[config.mk]
export PLATFORM = sky130hd
export DESIGN_NAME = sts_cell
export DESIGN_NICKNAME = d
export VERILOG_FILES = /design/src/hdl/sts_pkg.sv /design/src/hdl/sts_cell.sv
export SDC_FILE = /design/constraint.sdc
export NUM_CORES = 1
export LEC_CHECK = 0
export ABC_AREA = 0
export BUFFER_PORTS_ARGS = -buffer_cell sky130_fd_sc_hd__buf_2
export CAP_MARGIN = 0
export CELL_PAD_IN_SITES_DETAIL_PLACEMENT = 0
export CELL_PAD_IN_SITES_GLOBAL_PLACEMENT = 1
export CORE_UTILIZATION = 39
export CTS_CLUSTER_DIAMETER = 120
export DETAILED_ROUTE_END_ITERATION = 8
export MAX_ROUTING_LAYER = met4
export PLACE_DENSITY = 0.95
export SYNTH_ARGS = -nofsm -noshare
export SYNTH_HDL_FRONTEND = slang
export SYNTH_SLANG_ARGS = --single-unit
[constraint.sdc]
create_clock -name clk -period 9.87 [get_ports clk]
set_input_delay 1.974 -clock clk [delete_from_list [all_inputs] [get_ports clk]]
set_output_delay 1.974 -clock clk [all_outputs]
set_load 0.005 [all_outputs]
[src/hdl/sts_pkg.sv]
// Shared constants, types and operation codes for the sorted table block.
// No dependencies; every other file of the block uses this package.
package sts_pkg;

  localparam int TABLE_DEPTH = 64;
  localparam int KEY_W       = 32;
  localparam int OP_W        = 2;
  localparam int FIELD_W     = 7;
  localparam int CNT_W       = $clog2(TABLE_DEPTH + 1);

  typedef enum logic [OP_W-1:0] {
    OP_SEARCH = 2'd0,
    OP_INSERT = 2'd1,
    OP_CLEAR  = 2'd2
  } op_t;

  typedef struct packed {
    logic write;
    logic clear;
  } cell_ctl_t;

endpackage

[src/hdl/sts_cell.sv]
// One slot of the sorted table: holds an entry and its valid flag, compares
// against the key and shifts from its lower neighbor on insert. Uses sts_pkg.
module sts_cell (
  input  logic                         clk,
  input  logic                         rst_n,
  input  sts_pkg::cell_ctl_t           ctl,
  input  logic signed [sts_pkg::KEY_W-1:0] key,
  input  logic                         prev_less,
  input  logic signed [sts_pkg::KEY_W-1:0] prev_entry,
  input  logic                         prev_valid,
  output logic signed [sts_pkg::KEY_W-1:0] entry,
  output logic                         valid,
  output logic                         less,
  output logic                         eq,
  output logic                         is_pos
);
  import sts_pkg::*;

  logic signed [KEY_W-1:0] entry_r;
  logic                    valid_r;

  assign less   = valid_r && (entry_r < key);
  assign eq     = valid_r && (entry_r == key);
  assign is_pos = !less && prev_less;
  assign entry  = entry_r;
  assign valid  = valid_r;

  always_ff @(posedge clk) begin
    if (!rst_n) begin
      valid_r <= 1'b0;
    end else if (ctl.clear) begin
      valid_r <= 1'b0;
    end else if (ctl.write && !less) begin
      valid_r <= is_pos ? 1'b1 : prev_valid;
    end
  end

  always_ff @(posedge clk) begin
    if (ctl.write && !less) begin
      entry_r <= is_pos ? key : prev_entry;
    end
  end

endmodule

==> impl_metrics.tcl, run 1 <==
set metrics [dict create \
    fin_area_mm2 0.00304 \
    final_nets 408 \
    synth_largest_area_cell "edfxtp_1" \
    portBuffers 105 \
    cp-end-kind "output pin" \
    met1_length_um 2280 \
    post_cts_resized 0 \
    clockBufferDepth 2 \
    hp-class "reg2reg" \
    vias_per_cell 4.81 \
    synthCells 196 \
    worstPathRequired_ns 7.90 \
    cts.clk_slew.worst_paths_ns 0.07 \
    synth.avg_cell_area_um2 12.2 \
    critPathKind "in2out" \
    yosysMostFrequentCell "inv_1" \
    grt_usage_pct 17.7 \
    clock_latency_ns 0.29 \
    cap_violations 0 \
    finalCriticalPeriod_ns 5.77 \
    fmax_ghz 0.173 \
    fillers 554 \
    post-route-util_pct 51.4 \
    dieArea_mm2 0.00646 \
    synth_top_area_share_pct 40.1 \
    worstPathArrival_ns 3.79 \
    pre_cts_slack_ns 4.09 \
    initial_utilization_pct 40.5 \
    drt_iter0_markers 49 \
    grt_max_degree 33 \
    postPlaceCellArea_mm2 0.00296 \
    postCtsSetupRepairBufs 0 \
    slew_viol_final 0 \
    synth_edf_count 32 \
    worst_slack_ns 4.10 \
    yosysSeqAreaShare_pct 40.9 \
    hold_viol_final 0 \
    hold_buffers 0 \
    hold_slack_ns 0.624 \
    tightest_slew_ns 0.709 \
    hpwl_um 4450 \
    place_congestion 0.723 \
    synth_cell_type_count 29 \
    synth_area_leaders "edfxtp_1 40%, mux2_4 18%, ha_1 17%" \
    grt_pass1_wl_um 8420 \
    setup_viol 0 \
    r2r_start "entry[31]" \
    htreeDepth 2 \
    routed_wl_um 5480 \
    ant_nets 0 \
    overflow 0 \
    peakVddDrop_uv 60.6 \
    rsz0062_at_grt "no" \
    cts.sinks 33 \
    min_period_over_period_pct 58.4 \
    power.density_mw_per_mm2 123 \
    ys_ff_latch 33 \
    grt_pass1_vias 1849 \
    dr.pass1.iters 4 \
    dr_total_vias 1838 \
    crit_slowest_cell "nor4_2" \
    die_y_um 80.4 \
    cts_tree "built" \
    drive_gt1_share_pct 48.9 \
    leakagePower_nw 1.60 \
    relSlewSlack_pct 52.8 \
    syn2layout_area_growth_pct 26.9 \
    crit_fanout 4 \
    holdCritStartpoint "valid" \
    path_cells "buf_2 -> inv_1 -> ha_1 -> nand4_1 -> nor4_2 -> nand2_1 -> a31oi_1 -> nand4b_1 -> o21a_1 -> inv_1 -> buf_2" \
    wl_per_cell_um 14.3 \
    cts_buffers 5 \
    fin_skew_ns 0.00963 \
    clockRootBuffer "clkbuf_8" \
    diodes 0 \
    cp-start-kind "input pin" \
    wl_met3_um 261 \
    setup_tns_ns 0 \
    antenna_found_initial 0 \
    coreArea_mm2 0.00592 \
    top_layer_used "met4" \
    yosysWarnings 0 \
    cp-startpoint "key[31]" \
    syn-cell-area_mm2 0.00240 \
    dr_wl_met2_um 2900 \
    route.detailed.drc 0 \
    row_count 28 \
    dominantRegCellSynth "edfxtp_1" \
    synth_nets 298 \
    synth_commonest_cells "34 x inv_1, 32 x edfxtp_1, 32 x ha_1" \
    die_x_um 80.4 \
    outcome "finished, final reports clean" \
    async_reset_ff_share_pct 0 \
    io_pins 106 \
    slowest_delay_ns 0.37 \
]
## report_power, final
group / internal, W / switching (W) / total (W)
sequential: 0.000170 / 0.00000651 / 0.000176
combinational: 0.0000535 / 0.0000464 / 0.0000999
clock: 0.0000489 / 0.0000505 / 0.0000994
## cells in the final DEF, fill, tap and decap left out, types with 2 or more instances in the layout
cell	synthesis	final
buf_2	0	105
inv_1	34	34
ha_1	32	32
edfxtp_1	32	32
mux2_4	29	29
a21oi_1	13	13
nand2_1	11	11
o21ai_0	6	6
nand4_1	5	5
nor2_1	5	5
clkbuf_8	0	5
nand3_1	3	3
mux2_2	3	3
a21o_1	2	2
nand2b_1	2	2
clkinv_2	0	2
buf_4	0	2
## cell families (layout without fill, tap and decap cells)
| group | Yosys count | after routing | synth area share [%] |
|---|---|---|---|
| buffers and inverters | 38 | 149 | 8.30 |
| DFF | 33 | 33 | 40.9 |
| adders and majority gates | 32 | 32 | 16.7 |
| muxes | 32 | 32 | 19.6 |
| and+or+nand+nor | 32 | 32 | 6.89 |
| AOI/OAI and AO/OA | 29 | 29 | 7.62 |
## critical path: cells and delay by family
kind,cells,cell delay (ns)
buffers and inverters,4,0.30
AOI/OAI and AO/OA,2,0.33
and+or+nand+nor,4,0.85
adders and majority gates,1,0.35
## routing by layer
layer,up-vias,track usage [%]
met2,51,30.2
met1,859,21.6
met4,0,4.29
met3,4,3.18
li1,924,-
met5,-,-
## registers in the layout (all words and copies together) (netlist names)
signal and cells:
valid 1, entry 32
## per-stage QoR
| step | power (W) | cells |
|---|---|---|
| final | 0.000375 | 382 |
| after floorplan | 0.000243 | 196 |
| after CTS | 0.000380 | 382 |
| after detailed placement | 0.000280 | 374 |
| after global routing | 0.000400 | 382 |
| after global placement | 0.000277 | 374 |
## area by class of cell
cell class | count | area [um2] | area share [%]
Clock inverter | 2 | 10.0 | 0.329
Timing Repair Buffer | 107 | 541 | 17.8
Clock buffer | 6 | 72.6 | 2.38
Sequential cell | 33 | 981 | 32.2
Inverter | 34 | 128 | 4.19
Tap cell | 75 | 93.8 | 3.08
Multi-Input combinational cell | 125 | 1220 | 40.0
## path summary, 6_finish.rpt
kind	end	slack, ns	cells past startpoint
worst max-delay path	less	4.10	11
worst min register to register	valid	0.62	2
worst min-delay path	valid	0.62	2
worst max register to register	entry[1]	6.61	9
No activity file was read; power rests on OpenSTA's default activity.
==> inputs of run 2 (changes only) <==
--- a/config.mk
+++ b/config.mk
@@ -10,11 +10,11 @@
 export CAP_MARGIN = 0
 export CELL_PAD_IN_SITES_DETAIL_PLACEMENT = 0
 export CELL_PAD_IN_SITES_GLOBAL_PLACEMENT = 1
-export CORE_UTILIZATION = 39
+export CORE_UTILIZATION = 36
 export CTS_CLUSTER_DIAMETER = 120
 export DETAILED_ROUTE_END_ITERATION = 8
 export MAX_ROUTING_LAYER = met4
-export PLACE_DENSITY = 0.95
+export PLACE_DENSITY = 0.89
 export SYNTH_ARGS = -nofsm -noshare
 export SYNTH_HDL_FRONTEND = slang
 export SYNTH_SLANG_ARGS = --single-unit
==> constraint.sdc (replaced) <==
create_clock -name clk -period 5.7 [get_ports clk]
set_input_delay 1.14 -clock clk [delete_from_list [all_inputs] [get_ports clk]]
set_output_delay 1.14 -clock clk [all_outputs]
set_load 0.005 [all_outputs]
==> impl_metrics.tcl, run 2 (synthesis results as in run 1) <==
set metrics [dict create \
    cts.clk_slew.worst_paths_ns 0.07 \
    finalCriticalPeriod_ns 4.14 \
    coreArea_mm2 0.00639 \
    min_period_over_period_pct 72.6 \
    crit_fanout 3 \
    grt_pass1_wl_um 8630 \
    worstPathArrival_ns 3.00 \
    htreeDepth 2 \
    routed_wl_um 5320 \
    cap_violations 0 \
    ant_nets 0 \
    wl_per_cell_um 13.9 \
    cp-startpoint "key[30]" \
    final_cell_mix "105 x buf_2, 34 x inv_1, 32 x ha_1, 32 x edfxtp_1, 29 x mux2_4" \
    drive_gt1_share_pct 49.2 \
    post_cts_resized 0 \
    io_pins 106 \
    leakagePower_nw 1.61 \
    outcome "finished, final reports clean" \
    setup_viol 0 \
    place_congestion 0.776 \
    fin_skew_ns 0.00464 \
    clockRootBuffer "clkbuf_8" \
    postCtsSetupRepairBufs 0 \
    finalPower_w 0.000676 \
    cts_tree "built" \
    grt_usage_pct 16.2 \
    r2r-end "entry[21]" \
    final_nets 408 \
    hold_buffers 0 \
    die_y_um 83.6 \
    largest_reg_flops 32 \
    hold_slack_ns 0.632 \
    dieArea_mm2 0.00699 \
    fillers 611 \
    antenna_found_initial 0 \
    diodes 0 \
    clock_latency_ns 0.28 \
    relSlewSlack_pct 60.8 \
    tightest_slew_ns 0.588 \
    fmax_ghz 0.242 \
    rsz0062_at_grt "no" \
    portBuffers 105 \
    overflow 0 \
    cp-start-kind "input pin" \
    route.detailed.drc 0 \
    slew_viol_final 0 \
    power.density_mw_per_mm2 221 \
    cts.sinks 33 \
    vias_per_cell 4.72 \
    rr_worst_depth 9 \
    syn2layout_area_growth_pct 27.8 \
    initial_utilization_pct 37.5 \
    peakVddDrop_uv 97.2 \
    grt_max_degree 33 \
    dr.pass1.iters 4 \
    cp-endpoint "less" \
    hpwl_um 4330 \
    r2r_start "entry[31]" \
    clockBufferDepth 2 \
    grt_pass1_vias 1841 \
    drt_iter0_markers 50 \
    setup_tns_ns 0 \
    row_count 29 \
    hold_viol_final 0 \
    cts_buffers 5 \
    critPathKind "in2out" \
    dr_total_vias 1812 \
    final_common_cell "buf_2" \
    hp-class "reg2reg" \
    holdCritStartpoint "valid" \
    post-route-util_pct 48.0 \
    r2r_slack_ns 2.51 \
    die_x_um 83.6 \
    worstPathRequired_ns 4.56 \
    cp-end-kind "output pin" \
]
## run 2: cell types whose count changed in the layout (fill, tap and decap cells not counted)
cell,delta
clkbuf_8,+2
clkbuf_1,-1
clkinv_2,-1
## run 2: area by class of cell
type                       instances  area, um2  share of cell area (%)
inverter                          34        128                    4.16
clock buffer                       7       96.3                    3.14
sequential                        33        981                    32.0
timing repair buffer             107        541                    17.6
multi-input combinational        125       1220                    39.7
tap                               77       96.3                    3.14
clock inverter                     1       5.00                   0.163
## run 2: stage by stage
stage / instances / area, um2 / setup WS [ns]
6_report: 384 / 3060 / 1.56
3_5_place_dp: 376 / 2960 / 1.54
4_1_cts: 384 / 3060 / 1.53
5_1_grt: 384 / 3060 / 1.37
2_1_floorplan: 196 / 2400 / 1.80
3_3_place_gp: 376 / 2960 / 1.55
## run 2: critical path, stage by stage
cell and delay (ns):
buf_2 0.09, inv_1 0.05, ha_1 0.32, nand4_1 0.18, nor4_2 0.39, nand2_1 0.14, a31oi_1 0.19, nand4b_1 0.16
o21a_1 0.17, inv_1 0.05, buf_2 0.12
## run 2: where the power goes
| part | leakage [nW] | switching (W) | total, W | internal (W) |
|---|---|---|---|---|
| Combinational | 1.23 | 0.0000793 | 0.000172 | 0.0000925 |
| Clock | 0.0542 | 0.0000899 | 0.000199 | 0.000109 |
| Sequential | 0.320 | 0.0000112 | 0.000305 | 0.000294 |
| Total | 1.61 | 0.000180 | 0.000676 | 0.000495 |
## run 2: how the worst min path moves through the flow
| stage | endpoint | slack [ns] | cells past startpoint |
|---|---|---|---|
| finish | valid | 0.63 | 2 |
| global placement | valid | 0.63 | 2 |
| global route | valid | 0.65 | 2 |
| detailed placement | valid | 0.63 | 2 |
| floorplan | valid | 0.58 | 2 |
| CTS | valid | 0.64 | 2 |
## run 2: routing by layer
| metal | global-route usage [%] | wire (um) | part of all wire, % |
|---|---|---|---|
| met5 | - | 0 | 0 |
| met4 | 4.78 | 55 | 1.0 |
| met3 | 2.97 | 148 | 2.8 |
| met2 | 27.8 | 2730 | 51 |
| met1 | 19.3 | 2380 | 45 |
==> inputs of run 3 (changes only) <==
--- a/config.mk
+++ b/config.mk
@@ -10,11 +10,11 @@
 export CAP_MARGIN = 0
 export CELL_PAD_IN_SITES_DETAIL_PLACEMENT = 0
 export CELL_PAD_IN_SITES_GLOBAL_PLACEMENT = 1
-export CORE_UTILIZATION = 36
+export CORE_UTILIZATION = 33
 export CTS_CLUSTER_DIAMETER = 120
 export DETAILED_ROUTE_END_ITERATION = 8
 export MAX_ROUTING_LAYER = met4
-export PLACE_DENSITY = 0.89
+export PLACE_DENSITY = 0.86
 export SYNTH_ARGS = -nofsm -noshare
 export SYNTH_HDL_FRONTEND = slang
 export SYNTH_SLANG_ARGS = --single-unit
==> constraint.sdc (replaced) <==
create_clock -name clk -period 3.5 [get_ports clk]
set_input_delay 0.7 -clock clk [delete_from_list [all_inputs] [get_ports clk]]
set_output_delay 0.7 -clock clk [all_outputs]
set_load 0.005 [all_outputs]
==> impl_metrics.tcl, run 3 (synthesis results as in run 1) <==
set metrics [dict create \
    slew_viol_final 0 \
    place_congestion 0.743 \
    grt_usage_pct 14.8 \
    fin_skew_ns 0.00260 \
    leakagePower_nw 1.61 \
    cp-startpoint "key[31]" \
    crit_fanout 4 \
    final_cell_mix "105 x buf_2, 34 x inv_1, 32 x ha_1, 32 x edfxtp_1, 29 x mux2_4" \
    setup_viol 0 \
    pre_cts_slack_ns 0.203 \
    post_cts_resized 0 \
    outcome "finished, final reports clean" \
    rsz0062_at_grt "no" \
    setup_tns_ns 0 \
    initial_utilization_pct 34.7 \
    grt_pass1_vias 1783 \
    power.density_mw_per_mm2 341 \
    hold_buffers 0 \
    hold_viol_final 0 \
    met1_length_um 2480 \
    finalCriticalPeriod_ns 3.27 \
    dr_total_vias 1820 \
    fmax_ghz 0.306 \
    clockBufferDepth 2 \
    wl_per_cell_um 13.4 \
    dr.pass1.iters 4 \
    wl_met3_um 261 \
    routed_wl_um 5410 \
    htreeDepth 2 \
    critPathKind "in2out" \
    vias_per_cell 4.49 \
    dr_wl_met2_um 2630 \
    cp-end-kind "output pin" \
    clock_latency_ns 0.28 \
    post-route-util_pct 45.0 \
    r2r-end "entry[1]" \
    clockRootBuffer "clkbuf_8" \
    grt_max_degree 27 \
    hp-class "reg2reg" \
    drt_iter0_markers 60 \
    grt_pass1_wl_um 8210 \
    diodes 0 \
    io_pins 106 \
    fin_area_mm2 0.00311 \
    portBuffers 105 \
    die_x_um 87.2 \
    hpwl_um 4550 \
    cp-start-kind "input pin" \
    worst_slack_ns 0.227 \
    cts_buffers 5 \
    relSlewSlack_pct 78.4 \
    tightest_slew_ns 0.320 \
    postCtsSetupRepairBufs 0 \
    cts.sinks 33 \
    die_y_um 87.2 \
    cap_violations 0 \
    peakVddDrop_uv 130 \
    final_nets 411 \
    coreArea_mm2 0.00691 \
    worstPathRequired_ns 2.80 \
    row_count 30 \
    worstPathArrival_ns 2.57 \
    r2r_slack_ns 0.65 \
    min_period_over_period_pct 93.5 \
    cts.clk_slew.worst_paths_ns 0.07 \
    antenna_found_initial 0 \
    dieArea_mm2 0.00761 \
    top_layer_used "met4" \
    drive_gt1_share_pct 48.9 \
    syn2layout_area_growth_pct 29.7 \
    ant_nets 0 \
    r2r_start "entry[30]" \
    postPlaceCellArea_mm2 0.00303 \
    rr_worst_depth 9 \
    route.detailed.drc 0 \
    cp-endpoint "is_pos" \
    largest_reg_flops 32 \
    overflow 0 \
    cts_tree "built" \
    final_common_cell "buf_2" \
]
-- run 3: cell count changes in the layout (fill, tap and decap cells not counted), sizes merged --
cell	delta
clkbuf	-1
buf	+3
-- run 3: how the worst min path moves through the flow --
stage / cells after the start / start / slack (ns) / end
global route: 3 / rst_n / 0.67 / valid
detailed placement: 2 / valid / 0.64 / valid
finish: 2 / valid / 0.64 / valid
global placement: 2 / valid / 0.64 / valid
CTS: 2 / valid / 0.65 / valid
floorplan: 2 / valid / 0.58 / valid
-- run 3: area by class of cell --
type | count | area (um2)
fill | 701 | 3800
multi-input combinational | 125 | 1220
sequential | 33 | 981
timing repair buffer | 110 | 588
inverter | 34 | 128
tap | 96 | 120
clock buffer | 6 | 72.6
clock inverter | 1 | 3.75
-- run 3: critical path, stage by stage --
cell      delay (ns)
buf_2           0.09
inv_1           0.04
ha_1            0.33
nand4_1         0.18
nor4_2          0.39
nand2_1         0.13
a31oi_1         0.17
nand4b_1        0.15
o211a_2         0.26
buf_2           0.15
-- run 3: stage by stage --
stage	instances	power, W	hold WS [ns]
after floorplan	196	0.000684	0.578
after global placement	398	0.000791	0.645
after detailed placement	398	0.000800	0.644
after CTS	405	0.00108	0.655
after global routing	405	0.00112	0.666
final	405	0.00106	0.641
-- run 3: metal layers --
layer	track usage, %	vias up
li1	-	931
met1	18.7	828
met2	24.0	59
met3	3.13	2
met4	4.02	0
met5	-	-
-- run 3: power breakdown --
| part | internal, W | switching [W] |
|---|---|---|
| clock network | 0.000134 | 0.000139 |
| logic | 0.000158 | 0.000132 |
| registers | 0.000478 | 0.0000182 |
